==> config.mk <==
export PLATFORM = sky130hd
export DESIGN_NAME = pendulum_observer_state_feedback_flat
export DESIGN_NICKNAME = d
export VERILOG_FILES = /design/src/hdl/pos_pkg.sv /design/src/hdl/pos_in_if.sv /design/src/hdl/pos_out_if.sv /design/src/hdl/pos_ctrl.sv /design/src/hdl/pos_dp.sv /design/src/hdl/pendulum_observer_state_feedback.sv /design/src/flat_wrapper.sv
export SDC_FILE = /design/constraint.sdc
export NUM_CORES = 2
export LEC_CHECK = 0
export BUFFER_PORTS_ARGS = -buffer_cell sky130_fd_sc_hd__buf_4
export CAP_MARGIN = 20
export CORE_MARGIN = 2
export CORE_UTILIZATION = 66
export DETAILED_ROUTE_END_ITERATION = 16
export PLACE_DENSITY = 0.84
export SLEW_MARGIN = 25
export SYNTH_ARGS = -nofsm -noshare
export SYNTH_HDL_FRONTEND = slang
export SYNTH_SLANG_ARGS = --single-unit
==> constraint.sdc <==
create_clock -name clk -period 11.3 [get_ports clk]
set_clock_uncertainty 0.1 [all_clocks]
set_input_delay 0.565 -clock clk [delete_from_list [all_inputs] [get_ports clk]]
set_output_delay 0.565 -clock clk [all_outputs]
set_load 0.1 [all_outputs]
==> src/hdl/pos_pkg.sv <==
`default_nettype none

package pos_pkg;

  // Encoder geometry: counts per turn is a power of two.
  localparam int CPT_LOG2        = 12;
  localparam int COUNTS_PER_TURN = 1 << CPT_LOG2;

  // Fixed-point constants, Q8.24.
  localparam int TWO_PI_W = 27;
  localparam logic [TWO_PI_W-1:0] TWO_PI_Q24 = 27'd105403170;
  localparam logic signed [31:0] PI_Q24   = 32'sd52701585;
  localparam logic signed [31:0] VLIM_Q24 = 32'sd83886080;
  localparam logic signed [31:0] ONE_Q24  = 32'sd16777216;
  localparam int ALPHA_PW = TWO_PI_W + CPT_LOG2;

  // Register widths.
  localparam int ANGLE_W = 26;
  localparam int TICK_W  = 24;
  localparam int CFG_W   = 26;
  localparam int DAC_W   = 28;

  // Configuration register indexes.
  typedef enum logic [1:0] {
    REG_CAPTURE_LIMIT = 2'd0,
    REG_REF_AMPLITUDE = 2'd1,
    REG_REF_PERIOD    = 2'd2,
    REG_REF_HIGH      = 2'd3
  } cfg_idx_t;

  // Multiply-accumulate program.
  localparam int TERM_W = 6;
  localparam logic [TERM_W-1:0] LAST_TERM = 6'd37;

  typedef enum logic [3:0] {
    SRC_POT, SRC_THETA, SRC_ALPHA,
    SRC_STATE0, SRC_STATE1, SRC_STATE2, SRC_STATE3,
    SRC_XHAT0, SRC_XHAT1, SRC_XHAT2, SRC_XHAT3,
    SRC_AREF, SRC_USAT
  } src_t;

  typedef enum logic [3:0] {
    DST_NONE, DST_THETA,
    DST_XHAT0, DST_XHAT1, DST_XHAT2, DST_XHAT3,
    DST_U,
    DST_PRED0, DST_PRED1, DST_PRED2, DST_PRED3
  } dst_t;

  typedef struct packed {
    src_t               src;
    logic signed [31:0] coef;
    logic               first;
    logic               last;
    dst_t               dst;
  } term_t;

  // Controller states.
  typedef enum logic [2:0] {
    ST_IDLE, ST_ALPHA, ST_CHECK, ST_MUL, ST_ACC, ST_FINISH
  } ctl_state_t;

  // Commands from controller to datapath.
  typedef struct packed {
    logic              load_in;
    logic              calc_alpha;
    logic              check;
    logic              mul_en;
    logic              acc_en;
    logic              finish;
    logic [TERM_W-1:0] term;
  } dp_cmd_t;

  // Status from datapath to controller.
  typedef struct packed {
    logic out_of_range;
    logic out_free;
    logic div_done;
  } dp_stat_t;

  function automatic term_t mk(src_t s, logic signed [31:0] c, logic f, logic l, dst_t d);
    term_t t;
    t.src = s;
    t.coef = c;
    t.first = f;
    t.last = l;
    t.dst = d;
    return t;
  endfunction

  // Term program: estimate correction, feedback, then next prediction.
  function automatic term_t term_info(logic [TERM_W-1:0] idx);
    term_t t;
    case (idx)
      6'd0:  t = mk(SRC_POT,    -32'sd10306088, 1'b1, 1'b1, DST_THETA);
      6'd1:  t = mk(SRC_STATE0, ONE_Q24,        1'b1, 1'b0, DST_NONE);
      6'd2:  t = mk(SRC_THETA,  32'sd9185526,   1'b0, 1'b0, DST_NONE);
      6'd3:  t = mk(SRC_ALPHA,  32'sd0,         1'b0, 1'b1, DST_XHAT0);
      6'd4:  t = mk(SRC_STATE1, ONE_Q24,        1'b1, 1'b0, DST_NONE);
      6'd5:  t = mk(SRC_THETA,  32'sd0,         1'b0, 1'b0, DST_NONE);
      6'd6:  t = mk(SRC_ALPHA,  32'sd15441750,  1'b0, 1'b1, DST_XHAT1);
      6'd7:  t = mk(SRC_STATE2, ONE_Q24,        1'b1, 1'b0, DST_NONE);
      6'd8:  t = mk(SRC_THETA,  32'sd98986,     1'b0, 1'b0, DST_NONE);
      6'd9:  t = mk(SRC_ALPHA,  -32'sd325478,   1'b0, 1'b1, DST_XHAT2);
      6'd10: t = mk(SRC_STATE3, ONE_Q24,        1'b1, 1'b0, DST_NONE);
      6'd11: t = mk(SRC_THETA,  -32'sd265080,   1'b0, 1'b0, DST_NONE);
      6'd12: t = mk(SRC_ALPHA,  32'sd15000509,  1'b0, 1'b1, DST_XHAT3);
      6'd13: t = mk(SRC_XHAT0,  -32'sd87025097, 1'b1, 1'b0, DST_NONE);
      6'd14: t = mk(SRC_XHAT1,  32'sd467148158, 1'b0, 1'b0, DST_NONE);
      6'd15: t = mk(SRC_XHAT2,  -32'sd45793411, 1'b0, 1'b0, DST_NONE);
      6'd16: t = mk(SRC_XHAT3,  32'sd53463954,  1'b0, 1'b0, DST_NONE);
      6'd17: t = mk(SRC_AREF,   32'sd87025097,  1'b0, 1'b1, DST_U);
      6'd18: t = mk(SRC_USAT,   32'sd0,         1'b1, 1'b0, DST_NONE);
      6'd19: t = mk(SRC_XHAT0,  32'sd7591690,   1'b0, 1'b0, DST_NONE);
      6'd20: t = mk(SRC_XHAT1,  32'sd0,         1'b0, 1'b0, DST_NONE);
      6'd21: t = mk(SRC_XHAT2,  32'sd6711,      1'b0, 1'b0, DST_NONE);
      6'd22: t = mk(SRC_XHAT3,  32'sd0,         1'b0, 1'b1, DST_PRED0);
      6'd23: t = mk(SRC_USAT,   32'sd0,         1'b1, 1'b0, DST_NONE);
      6'd24: t = mk(SRC_XHAT0,  32'sd0,         1'b0, 1'b0, DST_NONE);
      6'd25: t = mk(SRC_XHAT1,  32'sd1335466,   1'b0, 1'b0, DST_NONE);
      6'd26: t = mk(SRC_XHAT2,  32'sd0,         1'b0, 1'b0, DST_NONE);
      6'd27: t = mk(SRC_XHAT3,  32'sd1678,      1'b0, 1'b1, DST_PRED1);
      6'd28: t = mk(SRC_USAT,   32'sd1367343,   1'b1, 1'b0, DST_NONE);
      6'd29: t = mk(SRC_XHAT0,  -32'sd98986,    1'b0, 1'b0, DST_NONE);
      6'd30: t = mk(SRC_XHAT1,  32'sd1660944,   1'b0, 1'b0, DST_NONE);
      6'd31: t = mk(SRC_XHAT2,  32'sd16025597,  1'b0, 1'b0, DST_NONE);
      6'd32: t = mk(SRC_XHAT3,  -32'sd15099,    1'b0, 1'b1, DST_PRED2);
      6'd33: t = mk(SRC_USAT,   32'sd1315334,   1'b1, 1'b0, DST_NONE);
      6'd34: t = mk(SRC_XHAT0,  32'sd265080,    1'b0, 1'b0, DST_NONE);
      6'd35: t = mk(SRC_XHAT1,  -32'sd12985565, 1'b0, 1'b0, DST_NONE);
      6'd36: t = mk(SRC_XHAT2,  -32'sd723098,   1'b0, 1'b0, DST_NONE);
      6'd37: t = mk(SRC_XHAT3,  32'sd16740306,  1'b0, 1'b1, DST_PRED3);
      default: t = mk(SRC_POT,  32'sd0,         1'b1, 1'b1, DST_NONE);
    endcase
    return t;
  endfunction

endpackage

`default_nettype wire

==> src/hdl/pos_in_if.sv <==
`default_nettype none

interface pos_in_if;
  logic               valid;
  logic               ready;
  logic signed [31:0] pot_volts;
  logic signed [31:0] pendulum_count;

  modport source (output valid, pot_volts, pendulum_count, input ready);
  modport sink (input valid, pot_volts, pendulum_count, output ready);
endinterface

`default_nettype wire

==> src/hdl/pos_out_if.sv <==
`default_nettype none

interface pos_out_if;
  logic                                valid;
  logic                                ready;
  logic signed [pos_pkg::DAC_W-1:0]    dac_drive;
  logic signed [31:0]                  control_unsaturated;
  logic                                in_range;

  modport source (output valid, dac_drive, control_unsaturated, in_range, input ready);
  modport sink (input valid, dac_drive, control_unsaturated, in_range, output ready);
endinterface

`default_nettype wire

==> src/hdl/pos_ctrl.sv <==
`default_nettype none

module pos_ctrl (
  input  wire logic             clk,
  input  wire logic             rst_n,
  input  wire logic             in_valid,
  output logic                  in_ready,
  input  wire pos_pkg::dp_stat_t stat,
  output pos_pkg::dp_cmd_t      cmd
);

  pos_pkg::ctl_state_t              state_r, state_nxt;
  logic [pos_pkg::TERM_W-1:0]       term_r, term_nxt;

  // State and term counter registers.
  always_ff @(posedge clk) begin
    if (!rst_n) begin
      state_r <= pos_pkg::ST_IDLE;
      term_r  <= '0;
    end else begin
      state_r <= state_nxt;
      term_r  <= term_nxt;
    end
  end

  // Next state.
  always_comb begin
    state_nxt = state_r;
    term_nxt  = term_r;
    case (state_r)
      pos_pkg::ST_IDLE: begin
        if (in_valid) state_nxt = pos_pkg::ST_ALPHA;
      end
      pos_pkg::ST_ALPHA: state_nxt = pos_pkg::ST_CHECK;
      pos_pkg::ST_CHECK: begin
        term_nxt = '0;
        if (stat.out_of_range) state_nxt = pos_pkg::ST_FINISH;
        else state_nxt = pos_pkg::ST_MUL;
      end
      pos_pkg::ST_MUL: state_nxt = pos_pkg::ST_ACC;
      pos_pkg::ST_ACC: begin
        if (term_r == pos_pkg::LAST_TERM) begin
          state_nxt = pos_pkg::ST_FINISH;
        end else begin
          term_nxt  = term_r + 1'b1;
          state_nxt = pos_pkg::ST_MUL;
        end
      end
      pos_pkg::ST_FINISH: begin
        if (stat.out_free && stat.div_done) state_nxt = pos_pkg::ST_IDLE;
      end
      default: state_nxt = pos_pkg::ST_IDLE;
    endcase
  end

  // Commands to the datapath.
  always_comb begin
    in_ready       = 1'b0;
    cmd            = '0;
    cmd.term       = term_r;
    case (state_r)
      pos_pkg::ST_IDLE: begin
        in_ready    = 1'b1;
        cmd.load_in = in_valid;
      end
      pos_pkg::ST_ALPHA:  cmd.calc_alpha = 1'b1;
      pos_pkg::ST_CHECK:  cmd.check = 1'b1;
      pos_pkg::ST_MUL:    cmd.mul_en = 1'b1;
      pos_pkg::ST_ACC:    cmd.acc_en = 1'b1;
      pos_pkg::ST_FINISH: cmd.finish = stat.out_free && stat.div_done;
      default: ;
    endcase
  end

`ifndef SYNTHESIS
  a_accept_starts: assert property (@(posedge clk) disable iff (!rst_n)
    (in_valid && in_ready) |=> (state_r == pos_pkg::ST_ALPHA))
    else $error("accepted request did not start processing");
  a_term_bound: assert property (@(posedge clk) disable iff (!rst_n)
    (term_r <= pos_pkg::LAST_TERM))
    else $error("term counter ran past the program");
`endif

endmodule

`default_nettype wire

==> src/hdl/pos_dp.sv <==
`default_nettype none

module pos_dp (
  input  wire logic                          clk,
  input  wire logic                          rst_n,
  input  wire pos_pkg::dp_cmd_t              cmd,
  output pos_pkg::dp_stat_t                  stat,
  input  wire logic                          cfg_we,
  input  wire logic [1:0]                    cfg_addr,
  input  wire logic [pos_pkg::CFG_W-1:0]     cfg_wdata,
  input  wire logic signed [31:0]            in_pot,
  input  wire logic signed [31:0]            in_count,
  output logic                               out_valid,
  input  wire logic                          out_ready,
  output logic signed [pos_pkg::DAC_W-1:0]   out_dac,
  output logic signed [31:0]                 out_ctrl,
  output logic                               out_rng
);

  // Configuration registers.
  logic [pos_pkg::ANGLE_W-1:0] cap_limit_r, ref_amp_r;
  logic [pos_pkg::TICK_W-1:0]  ref_period_r, ref_high_r;

  always_ff @(posedge clk) begin
    if (!rst_n) begin
      cap_limit_r  <= 26'd8783598;
      ref_amp_r    <= 26'd5855732;
      ref_period_r <= 24'd20000;
      ref_high_r   <= 24'd10000;
    end else if (cfg_we) begin
      case (pos_pkg::cfg_idx_t'(cfg_addr))
        pos_pkg::REG_CAPTURE_LIMIT: cap_limit_r  <= cfg_wdata;
        pos_pkg::REG_REF_AMPLITUDE: ref_amp_r    <= cfg_wdata;
        pos_pkg::REG_REF_PERIOD:    ref_period_r <= cfg_wdata[pos_pkg::TICK_W-1:0];
        pos_pkg::REG_REF_HIGH:      ref_high_r   <= cfg_wdata[pos_pkg::TICK_W-1:0];
        default: ;
      endcase
    end
  end

  // Input capture and tick counter.
  logic signed [31:0]            pot_r;
  logic [pos_pkg::CPT_LOG2-1:0]  cnt_r;
  logic [31:0]                   tick_r;
  logic [31:0]                   tick_nxt;

  assign tick_nxt = tick_r + 32'd1;

  always_ff @(posedge clk) begin
    if (cmd.load_in) begin
      pot_r <= in_pot;
      cnt_r <= in_count[pos_pkg::CPT_LOG2-1:0];
    end
  end

  always_ff @(posedge clk) begin
    if (!rst_n) tick_r <= '0;
    else if (cmd.load_in) tick_r <= tick_nxt;
  end

  // Restoring divider for the reference phase, one quotient bit a cycle.
  logic [31:0]                dvd_r;
  logic [pos_pkg::TICK_W-1:0] rem_r;
  logic [5:0]                 div_cnt_r;
  logic [pos_pkg::TICK_W:0]   div_trial;

  assign div_trial = {rem_r, dvd_r[31]};

  always_ff @(posedge clk) begin
    if (!rst_n) begin
      div_cnt_r <= '0;
    end else if (cmd.load_in) begin
      div_cnt_r <= 6'd32;
    end else if (div_cnt_r != '0) begin
      div_cnt_r <= div_cnt_r - 1'b1;
    end
  end

  always_ff @(posedge clk) begin
    if (cmd.load_in) begin
      dvd_r <= tick_nxt;
      rem_r <= '0;
    end else if (div_cnt_r != '0) begin
      dvd_r <= {dvd_r[30:0], 1'b0};
      if (div_trial >= {1'b0, ref_period_r})
        rem_r <= pos_pkg::TICK_W'(div_trial - {1'b0, ref_period_r});
      else
        rem_r <= div_trial[pos_pkg::TICK_W-1:0];
    end
  end

  // Pendulum angle: scale the count within one turn and shift upright to zero.
  logic [pos_pkg::ALPHA_PW-1:0] alpha_prod;
  logic signed [31:0]           alpha_r;
  logic signed [31:0]           alpha_mag;

  assign alpha_prod = pos_pkg::ALPHA_PW'(cnt_r) * pos_pkg::ALPHA_PW'(pos_pkg::TWO_PI_Q24)
                    + pos_pkg::ALPHA_PW'(pos_pkg::COUNTS_PER_TURN / 2);
  assign alpha_mag  = alpha_r[31] ? -alpha_r : alpha_r;

  always_ff @(posedge clk) begin
    if (cmd.calc_alpha)
      alpha_r <= $signed({5'd0, alpha_prod[pos_pkg::ALPHA_PW-1:pos_pkg::CPT_LOG2]})
               - pos_pkg::PI_Q24;
  end

  assign stat.out_of_range = alpha_mag > $signed({6'd0, cap_limit_r});

  // Working registers of the estimator.
  logic signed [31:0] state_r [4];
  logic signed [31:0] xhat_r [4];
  logic signed [31:0] theta_r, u_r, usat_r, aref_r;
  logic               active_r;

  // Operand selection and the shared multiplier.
  pos_pkg::term_t     term;
  logic signed [31:0] opa;
  logic signed [63:0] prod_r;
  logic signed [63:0] acc_r, acc_nxt;
  logic signed [63:0] rnd_sum;
  logic signed [39:0] rnd_q;
  logic signed [31:0] res;
  logic signed [31:0] res_sat;

  assign term = pos_pkg::term_info(cmd.term);

  always_comb begin
    case (term.src)
      pos_pkg::SRC_POT:    opa = pot_r;
      pos_pkg::SRC_THETA:  opa = theta_r;
      pos_pkg::SRC_ALPHA:  opa = alpha_r;
      pos_pkg::SRC_STATE0: opa = state_r[0];
      pos_pkg::SRC_STATE1: opa = state_r[1];
      pos_pkg::SRC_STATE2: opa = state_r[2];
      pos_pkg::SRC_STATE3: opa = state_r[3];
      pos_pkg::SRC_XHAT0:  opa = xhat_r[0];
      pos_pkg::SRC_XHAT1:  opa = xhat_r[1];
      pos_pkg::SRC_XHAT2:  opa = xhat_r[2];
      pos_pkg::SRC_XHAT3:  opa = xhat_r[3];
      pos_pkg::SRC_AREF:   opa = aref_r;
      pos_pkg::SRC_USAT:   opa = usat_r;
      default:             opa = '0;
    endcase
  end

  always_ff @(posedge clk) begin
    if (cmd.mul_en) prod_r <= 64'(opa) * 64'(term.coef);
  end

  // Accumulate, then round once at Q8.24 and saturate to 32 bits.
  assign acc_nxt = (term.first ? 64'sd0 : acc_r) + prod_r;
  assign rnd_sum = acc_nxt + 64'sd8388608;
  assign rnd_q   = rnd_sum[63:24];

  always_comb begin
    if (rnd_q > 40'sh007FFFFFFF)       res = 32'sh7FFFFFFF;
    else if (rnd_q < -40'sh0080000000) res = 32'sh80000000;
    else                               res = rnd_q[31:0];
  end

  always_comb begin
    if (res > pos_pkg::VLIM_Q24)       res_sat = pos_pkg::VLIM_Q24;
    else if (res < -pos_pkg::VLIM_Q24) res_sat = -pos_pkg::VLIM_Q24;
    else                               res_sat = res;
  end

  always_ff @(posedge clk) begin
    if (cmd.acc_en) acc_r <= acc_nxt;
  end

  // Result write-back to the term's destination.
  always_ff @(posedge clk) begin
    if (cmd.acc_en && term.last) begin
      case (term.dst)
        pos_pkg::DST_THETA: theta_r <= res;
        pos_pkg::DST_XHAT0: xhat_r[0] <= res;
        pos_pkg::DST_XHAT1: xhat_r[1] <= res;
        pos_pkg::DST_XHAT2: xhat_r[2] <= res;
        pos_pkg::DST_XHAT3: xhat_r[3] <= res;
        pos_pkg::DST_U: begin
          u_r    <= res;
          usat_r <= res_sat;
        end
        default: ;
      endcase
    end
  end

  // Predicted state: cleared by reset and while the pendulum is outside capture.
  always_ff @(posedge clk) begin
    if (!rst_n) begin
      for (int i = 0; i < 4; i++) state_r[i] <= '0;
    end else if (cmd.check && stat.out_of_range) begin
      for (int i = 0; i < 4; i++) state_r[i] <= '0;
    end else if (cmd.acc_en && term.last) begin
      case (term.dst)
        pos_pkg::DST_PRED0: state_r[0] <= res;
        pos_pkg::DST_PRED1: state_r[1] <= res;
        pos_pkg::DST_PRED2: state_r[2] <= res;
        pos_pkg::DST_PRED3: state_r[3] <= res;
        default: ;
      endcase
    end
  end

  // Active flag and the square-wave arm reference.
  logic [31:0] phase;

  assign phase = (ref_period_r == '0) ? tick_r : {8'd0, rem_r};

  always_ff @(posedge clk) begin
    if (!rst_n) begin
      active_r <= 1'b0;
      aref_r   <= '0;
    end else begin
      if (cmd.check) active_r <= !stat.out_of_range;
      if (cmd.finish && active_r) begin
        if (phase < {8'd0, ref_high_r}) aref_r <= $signed({6'd0, ref_amp_r});
        else aref_r <= -$signed({6'd0, ref_amp_r});
      end
    end
  end

  assign stat.div_done = (div_cnt_r == '0);

  // Output register.
  logic                              out_valid_r;
  logic signed [pos_pkg::DAC_W-1:0]  out_dac_r;
  logic signed [31:0]                out_ctrl_r;
  logic                              out_rng_r;

  assign stat.out_free = !out_valid_r || out_ready;

  always_ff @(posedge clk) begin
    if (!rst_n) out_valid_r <= 1'b0;
    else if (cmd.finish) out_valid_r <= 1'b1;
    else if (out_ready) out_valid_r <= 1'b0;
  end

  always_ff @(posedge clk) begin
    if (cmd.finish) begin
      out_dac_r  <= active_r ? pos_pkg::DAC_W'(-usat_r) : '0;
      out_ctrl_r <= active_r ? u_r : '0;
      out_rng_r  <= active_r;
    end
  end

  assign out_valid = out_valid_r;
  assign out_dac   = out_dac_r;
  assign out_ctrl  = out_ctrl_r;
  assign out_rng   = out_rng_r;

`ifndef SYNTHESIS
  a_dac_limit: assert property (@(posedge clk) disable iff (!rst_n)
    out_valid_r |-> (out_dac_r <= 28'sd83886080 && out_dac_r >= -28'sd83886080))
    else $error("drive beyond the voltage limit");
  a_idle_zero: assert property (@(posedge clk) disable iff (!rst_n)
    (out_valid_r && !out_rng_r) |-> (out_dac_r == '0 && out_ctrl_r == '0))
    else $error("nonzero drive while out of capture range");
  a_dac_tracks: assert property (@(posedge clk) disable iff (!rst_n)
    (out_valid_r && out_rng_r && out_ctrl_r <= pos_pkg::VLIM_Q24
     && out_ctrl_r >= -pos_pkg::VLIM_Q24) |-> (32'(out_dac_r) == -out_ctrl_r))
    else $error("drive does not match the unclamped control");
`endif

endmodule

`default_nettype wire

==> src/hdl/pendulum_observer_state_feedback.sv <==
`default_nettype none

// Pendulum observer with state feedback, one request per 1 ms control tick.
// Each request (arm potentiometer volts, raw pendulum count) yields one
// response with the negated, +-5 V clamped drive, the unclamped control and
// an in-range flag; volts and control are signed Q8.24, the drive Q4.24.
// Inside the capture angle a request runs 38 multiply-accumulate terms,
// each a multiply and an accumulate step on a single shared 32x32
// multiplier, plus capture, angle and check steps; outside it the terms are
// skipped and the reference-phase divider sets the length. A further request
// is taken only after the previous one completes; a finished response waits
// in an output register. The user must write configuration through
// cfg_we/cfg_addr/cfg_wdata only while idle; the block does not enforce it.
module pendulum_observer_state_feedback (
  input  wire logic                      clk,
  input  wire logic                      rst_n,
  pos_in_if.sink                         in_ch,
  pos_out_if.source                      out_ch,
  input  wire logic                      cfg_we,
  input  wire logic [1:0]                cfg_addr,
  input  wire logic [pos_pkg::CFG_W-1:0] cfg_wdata
);

  pos_pkg::dp_cmd_t  cmd;
  pos_pkg::dp_stat_t stat;
  logic              in_ready;

  assign in_ch.ready = in_ready;

  // Sequencer.
  pos_ctrl u_ctrl (
    .clk      (clk),
    .rst_n    (rst_n),
    .in_valid (in_ch.valid),
    .in_ready (in_ready),
    .stat     (stat),
    .cmd      (cmd)
  );

  // Arithmetic, state and output register.
  pos_dp u_dp (
    .clk       (clk),
    .rst_n     (rst_n),
    .cmd       (cmd),
    .stat      (stat),
    .cfg_we    (cfg_we),
    .cfg_addr  (cfg_addr),
    .cfg_wdata (cfg_wdata),
    .in_pot    (in_ch.pot_volts),
    .in_count  (in_ch.pendulum_count),
    .out_valid (out_ch.valid),
    .out_ready (out_ch.ready),
    .out_dac   (out_ch.dac_drive),
    .out_ctrl  (out_ch.control_unsaturated),
    .out_rng   (out_ch.in_range)
  );

endmodule

`default_nettype wire
==> src/flat_wrapper.sv <==
// flat-port wrapper written by rule: the top's interface ports become plain ports
module pendulum_observer_state_feedback_flat 
  (clk, rst_n, cfg_we, cfg_addr, cfg_wdata, in_ch_valid, in_ch_pot_volts, in_ch_pendulum_count, in_ch_ready, out_ch_valid, out_ch_dac_drive, out_ch_control_unsaturated, out_ch_in_range, out_ch_ready);
  pos_in_if in_ch_i ();
  pos_out_if out_ch_i ();
  input  wire logic clk;
  input  wire logic rst_n;
  input  wire logic cfg_we;
  input  wire logic [1:0] cfg_addr;
  input  wire logic [pos_pkg::CFG_W-1:0] cfg_wdata;
  input wire logic [$bits(in_ch_i.valid)-1:0] in_ch_valid;
  input wire logic [$bits(in_ch_i.pot_volts)-1:0] in_ch_pot_volts;
  input wire logic [$bits(in_ch_i.pendulum_count)-1:0] in_ch_pendulum_count;
  output wire logic [$bits(in_ch_i.ready)-1:0] in_ch_ready;
  output wire logic [$bits(out_ch_i.valid)-1:0] out_ch_valid;
  output wire logic [$bits(out_ch_i.dac_drive)-1:0] out_ch_dac_drive;
  output wire logic [$bits(out_ch_i.control_unsaturated)-1:0] out_ch_control_unsaturated;
  output wire logic [$bits(out_ch_i.in_range)-1:0] out_ch_in_range;
  input wire logic [$bits(out_ch_i.ready)-1:0] out_ch_ready;
  assign in_ch_i.valid = in_ch_valid;
  assign in_ch_i.pot_volts = in_ch_pot_volts;
  assign in_ch_i.pendulum_count = in_ch_pendulum_count;
  assign in_ch_ready = in_ch_i.ready;
  assign out_ch_valid = out_ch_i.valid;
  assign out_ch_dac_drive = out_ch_i.dac_drive;
  assign out_ch_control_unsaturated = out_ch_i.control_unsaturated;
  assign out_ch_in_range = out_ch_i.in_range;
  assign out_ch_i.ready = out_ch_ready;
  pendulum_observer_state_feedback u_core (.clk(clk), .rst_n(rst_n), .in_ch(in_ch_i), .out_ch(out_ch_i), .cfg_we(cfg_we), .cfg_addr(cfg_addr), .cfg_wdata(cfg_wdata));
endmodule
Word level (Yosys, flattened, before mapping)
Memory sizes are Yosys's and may differ from the RTL's. A register that Yosys moved wholly into a read port is not among the register bits.
Cells that the tools add are included.
{"block": "totals", "mem_bits_ro": 2688, "ramBits": 256, "out_inout_bits": 63, "reg_bits": 598, "inputBits": 97, "wordCells": 205, "n_memories": 3}
{"block": "op_classes", "magnitude_cmp": 7, "add_sub_neg": 11, "n_mux": 84, "n_reduce_logical": 29, "eq_ne": 34, "multipliers": 2, "bitwise": 9}
{"memory": "(no name shown)", "depth": 64, "width": 42, "read_ports": 1, "rd_clocked_by_memory_dff": 1, "write_ports": 0, "line": "pos_pkg.sv:93", "source": "case (idx)"}
{"memory": "u_core.u_dp.state_r", "depth": 4, "width": 32, "read_ports": 4, "rd_clocked_by_memory_dff": 0, "write_ports": 4, "line": "pos_dp.sv:110", "source": "logic signed [31:0] state_r [4];"}
{"memory": "u_core.u_dp.xhat_r", "depth": 4, "width": 32, "read_ports": 4, "rd_clocked_by_memory_dff": 0, "write_ports": 1, "line": "pos_dp.sv:111", "source": "logic signed [31:0] xhat_r [4];"}
{"cell": "32-bit 2-to-1 mux", "count": 19}
{"cell": "32-bit case mux with 13 select lines", "count": 1}
{"cell": "32-bit OR reduction", "count": 3}
{"cell": "64-bit by 25-bit adder with 64-bit output (second input constant)", "count": 1}
{"cell": "64-bit adder", "count": 1}
{"cell": "32-bit by 32-bit multiplier with 64-bit output", "count": 1}
{"cell": "64-bit 2-to-1 mux", "count": 1}
{"cell": "1-bit 2-to-1 mux", "count": 48}
{"cell": "40-bit by 32-bit greater-than comparator with 1-bit output (second input constant)", "count": 1}
{"cell": "40-bit by 32-bit < comparator with 1-bit output (second input constant)", "count": 1}
{"cell": "39-bit by 12-bit adder with 39-bit output (second input constant)", "count": 1}
{"cell": "12-bit by 26-bit multiplier with 38-bit output (second input constant)", "count": 1}
{"cell": "32-bit by 1-bit adder with 32-bit output (second input constant)", "count": 1}
{"cell": "4-bit by 3-bit == test with 1-bit output (second input constant)", "count": 8}
{"cell": "4-bit == test (second input constant)", "count": 8}
{"cell": "32-bit by 27-bit greater-than comparator with 1-bit output", "count": 1}
{"cell": "32-bit by 28-bit greater-than comparator with 1-bit output (second input constant)", "count": 1}
{"cell": "32-bit by 24-bit < comparator with 1-bit output", "count": 1}
{"cell": "32-bit by 28-bit < comparator with 1-bit output (second input constant)", "count": 1}
{"cell": "26-bit negator with 32-bit output", "count": 1}
{"cell": "32-bit negator", "count": 1}
{"cell": "6-bit 2-to-1 mux", "count": 5}
{"cell": "28-bit negator", "count": 1}
{"cell": "27-bit by 26-bit subtractor with 28-bit output (second input constant)", "count": 1}
{"cell": "other kinds (32)", "count": 67}

Logic depth before layout (Yosys ltp)
{"block": "logic_depth", "ltp_word": 9, "ltp_mapped": 40, "depth_no_buf": 37}

Cells and area by module
Synthesis repeated with hierarchy kept, for this count alone.
{"block": "unflattened", "hier_cells": 8904, "hier_area_um2": 84915.2}
{"module": "pos_dp", "cells_per_inst": 8835, "seq_area_each_um2": 22972.0, "area_each_um2": 84320.9, "instances": 1}
{"module": "pos_ctrl", "cells_per_inst": 69, "seq_area_each_um2": 180.2, "area_each_um2": 594.3, "instances": 1}

Least setup slack after synthesis
Ideal clock, no wire load.
{"block": "synth_path", "path_type": "flip-flop to flip-flop", "from": "register u_core.u_dp.term[39] (netlist name)", "to": "register u_core.u_dp.prod_r[62] (data pin)", "path_stages_with_launch": 36, "setup_ns": 0.257, "path_buffers": 4, "t_arrival_ns": 9.795, "synth_period_minus_slack_ns": 10.152, "path_slack_ns": 1.148, "path_cell_list": "dfxtp_1 -> nor4_1 -> clkbuf_1 -> clkbuf_1 -> a221oi_1 -> nand3_1 -> clkbuf_1 -> clkbuf_1 -> nand2_1 -> fa_1 -> inv_1 -> fa_1 -> inv_1 -> fa_1 -> fa_1 -> inv_1 -> fa_1 -> fa_1 -> fa_1 -> fa_1 -> ha_1 -> a21o_1 -> a21o_1 -> a21oi_1 -> o21ai_0 -> a311oi_1 -> o31ai_1 -> a41o_1 -> a221oi_1 -> a21oi_1 -> a221o_1 -> a211o_1 -> a21oi_1 -> o21ai_0 -> a21o_1 -> xor2_1"}
{"block": "synth_between", "elab_chain_len": 3}
{"element": "4-bit == test (tied with other cells)", "line": "pos_dp.sv:128", "source": "case (term.src)"}
{"element": "32-bit case mux with 13 select lines (*)", "line": "pos_dp.sv:128"}
{"element": "32-bit by 32-bit multiplier with 64-bit output (*)", "line": "pos_dp.sv:147", "source": "if (cmd.mul_en) prod_r <= 64'(opa) * 64'(term.coef);"}
{"element": "end signal, assigned", "line": "pos_dp.sv:147"}
{"element": "end, declared", "line": "pos_dp.sv:118", "source": "logic signed [63:0] prod_r;"}
Every way passes the cells marked *; elsewhere a longest branch is shown, timed or not.
A chain may end at the register's enable or synchronous reset.

Worst setup path in the final report
{"block": "layout_path", "from": "register u_core.u_dp.term[38] (netlist name)", "to": "register u_core.u_dp.prod_r[62] (data pin)"}
{"block": "layout_between", "elab_chain_len": 3}
{"element": "4-bit == test (tied with other cells)", "line": "pos_dp.sv:128"}
{"element": "32-bit case mux with 13 select lines (*)", "line": "pos_dp.sv:128"}
{"element": "32-bit by 32-bit multiplier with 64-bit output (*)", "line": "pos_dp.sv:147"}
Marked as above.

==> flow_summary_export.csv <==
group,metric,value,unit
detailed_routing,vias,68513,
critical_path,cpMaxStageDelayCell,"fa_1",
critical_path,end_kind,"flop",
synthesis,ys_seq_area_share,28.0,%
global_routing,grt_pass1_vias,69755,
synthesis,synth_edf_count,613,
synthesis,yosysWarnings,0,
clock_tree,ctsLongestPathBuffers,3,
detailed_routing,dr.pass1.iters,13,
clock_tree,insertion_delay,0.72,ns
sta,setup_violations,0,
global_routing,antenna_found_initial,20,
detailed_routing,postRouteAntennaNets,0,
place,place_hpwl,198000,um
sta,final.period_utilization,97.8,%
cells_and_area,drive_above_1_share,8.23,%
sta,post-route-min-period,11.05,ns
detailed_routing,first_iter_violations,8572,
synthesis,synth-compound-area-share,11.6,%
clock_tree,clock_sinks,889,
sta,fmax,0.0905,GHz
job,max_cap_viol_count,0,
cells_and_area,final_core_util,72.0,%
critical_path,required,11.66,ns
floorplanning,ioPinCount,160,
place,portBuffers,139,
synthesis,synth_async_sr_flop_share,0,%
cells_and_area,fillers,9051,
synthesis,syn_area,85600,um^2
cells_and_area,layout.nets,10564,
floorplanning,core,129000,um^2
floorplanning,die_h,364,um
critical_path,cp.arrival,11.41,ns
floorplanning,die-width,364,um
floorplanning,start_util,66.3,%
synthesis,syn_nets,10487,
detailed_routing,drc,0,
status,outcome,"complete, no violations",
sta,finalHoldViolCount,0,
critical_path,crit_path_start_kind,"flop",
synthesis,synth-xor-area-share,3.56,%
global_routing,grt_overflow_total,0,
detailed_routing,via_per_inst,6.40,
clock_tree,htreeDepth,3,
clock_tree,clk_pin_slew_worst_paths,0.07,ns
synthesis,postSynthCellCount,8806,
synthesis,yosys.area_share.adder,33.1,%
sta,slew_headroom,21.9,%
global_routing,grt_use_total,40.5,%
synthesis,syn-mean-instance-area,9.72,um^2
min_path,hp-class,"in2reg",
clock_tree,tritoncts,"yes",
synthesis,synth_top_family_by_area,"adder cells",
detailed_routing,finalWirelength,267000,um
synthesis,synth-simple-area-share,15.3,%
clock_tree,cts_setup_buffers,0,
place,gp_congestion,1.03,
clock_tree,cts_buffers,87,
cells_and_area,syn2layout_area_growth,8.69,%
clock_tree,root_buffer,"clkbuf_16",
critical_path,path_max_fanout,32,
critical_path,critical_path_class,"reg2reg",
critical_path,slowest_delay,0.59,ns
sta,tightest_slew,1.17,ns
floorplanning,num_rows,132,
global_routing,grt_pass1_wl,404000,um
floorplanning,die_area,133000,um^2
synthesis,synth-seq-cells,889,
global_routing,grt_max_degree,91,
critical_path,crit_path_frequent_cell,"fa_1",
detailed_routing,wire_per_inst,25.0,um
synthesis,synth-main-ff-cell,"edfxtp_1",
synthesis,synth_cell_types,109,
synthesis,muxShareOfSynthArea,0.557,%
sta,slew_viol_final,0,
-- flip-flops by register name, indices dropped and copies added (netlist names), 39 cells and up --
name / count
u_core.u_dp.xhat_r: 128
u_core.u_dp.prod_r: 64
u_core.u_dp.term: 39
u_core.u_dp.acc_r: 64
u_core.u_dp.state_r: 128
-- through the flow --
step / setup TNS [ns] / hold WS (ns) / cell area [um^2] / instances / setup slack (ns)
2_1_floorplan: 0 / 0.332 / 85600 / 8806 / 1.15
3_3_place_gp: 0 / 0.339 / 89500 / 10493 / 0.366
3_5_place_dp: 0 / 0.345 / 89500 / 10494 / 0.0724
4_1_cts: 0 / 0.000199 / 92900 / 10695 / 0.0593
5_1_grt: -0.0639 / 0.0147 / 93000 / 10697 / -0.0322
6_report: 0 / 0.0235 / 93000 / 10704 / 0.245
-- worst max-delay path: cells and delay by family (launching register included) --
kind	cells	cell delay (ns)
adder cells (fa/ha/maj)	9	4.28
XOR/XNOR	1	0.14
AO/OA/AOI/OAI	16	4.00
buffers and inverters	6	1.06
AND/OR/NAND/NOR	5	0.73
flip-flops	1	0.42
-- routing by layer --
metal | vias up | global-route usage (%) | wire [um]
met5 | - | 0 | 126
met4 | 16 | 29.7 | 24400
met3 | 1334 | 11.3 | 31700
met2 | 4423 | 63.3 | 120000
met1 | 33528 | 48.4 | 90800
li1 | 29212 | - | -
-- Yosys cell counts, drive strengths merged (65+ instances only) --
cell / number / share of area [%]
a21boi: 69 / 0.61
a21o: 108 / 0.95
a21oi: 344 / 2.1
a221oi: 71 / 0.73
a22oi: 65 / 0.57
and2: 478 / 3.5
clkbuf: 405 / 1.8
dfxtp: 276 / 6.5
edfxtp: 613 / 22
fa: 1129 / 26
ha: 455 / 6.7
inv: 1335 / 5.9
nand2: 1018 / 4.5
nand3: 159 / 0.93
nor2: 463 / 2.0
nor2b: 103 / 0.75
nor3: 116 / 0.70
o211ai: 65 / 0.57
o21ai: 299 / 2.0
or3: 65 / 0.48
xnor2: 209 / 2.1
xor2: 138 / 1.4
-- final cells by class --
cell class	count	area (um^2)	share of cell area [%]
Timing Repair Buffer	433	3670	3.95
Antenna cell	8	20.0	0.0215
Multi-Input combinational cell	6131	55200	59.4
Clock inverter	46	520	0.559
Inverter	1341	5030	5.41
Sequential cell	889	24000	25.7
Tap cell	1742	2180	2.34
Clock buffer	114	2430	2.61
-- path summary, 6_finish.rpt --
kind | startpoint | slack, ns | endpoint | cells after the start
hold reg to reg | u_core.u_dp.cap_limit_r[24] | 0.36 | u_core.u_dp.cap_limit_r[24] | 2
setup / recovery | u_core.u_dp.term[38] | 0.25 | u_core.u_dp.prod_r[62] | 37
setup reg to reg | u_core.u_dp.term[38] | 0.25 | u_core.u_dp.prod_r[62] | 37
hold / removal | in_ch_pot_volts[12] | 0.02 | u_core.u_dp.pot_r[12] | 1
-- kinds of logic after synthesis --
logic type / after synthesis
xor+xnor: 347
simple gates: 2706
fa+ha+maj: 1585
buf+inv: 1786
compound gates: 1450
mux: 43
flops: 889
-- placed cells by master, fill, tap and decap left out, types with 42 or more instances in the layout --
master     count
nand3_1      155
nand4_1       62
o21a_1        43
nor4_1        45
o211ai_1      65
ha_1         455
xnor2_1      208
clkbuf_16     89
a31oi_1       59
a22oi_1       63
or3_1         63
inv_1       1312
nor2_1       448
o21ai_0      270
xor2_1       138
a21boi_0      69
edfxtp_1     613
a21o_1       107
nor2b_1      103
fa_1        1129
a221oi_1      62
a211oi_1      42
dfxtp_1      258
nand2b_1      47
and2_1       475
a21oi_1      337
nand2_1     1014
buf_4        364
nor3_1       105
-- what timing repair did --
item / in CTS / in global routing
endpoints found under the hold margin: 41 / 0
hold buffers: 41 / 0
endpoints found under the setup margin: 0 / 13
resized for setup: 0 / 28
Power is not shown: default switching activity piles up to over one toggle a cycle in this logic, so the estimate is an artifact.
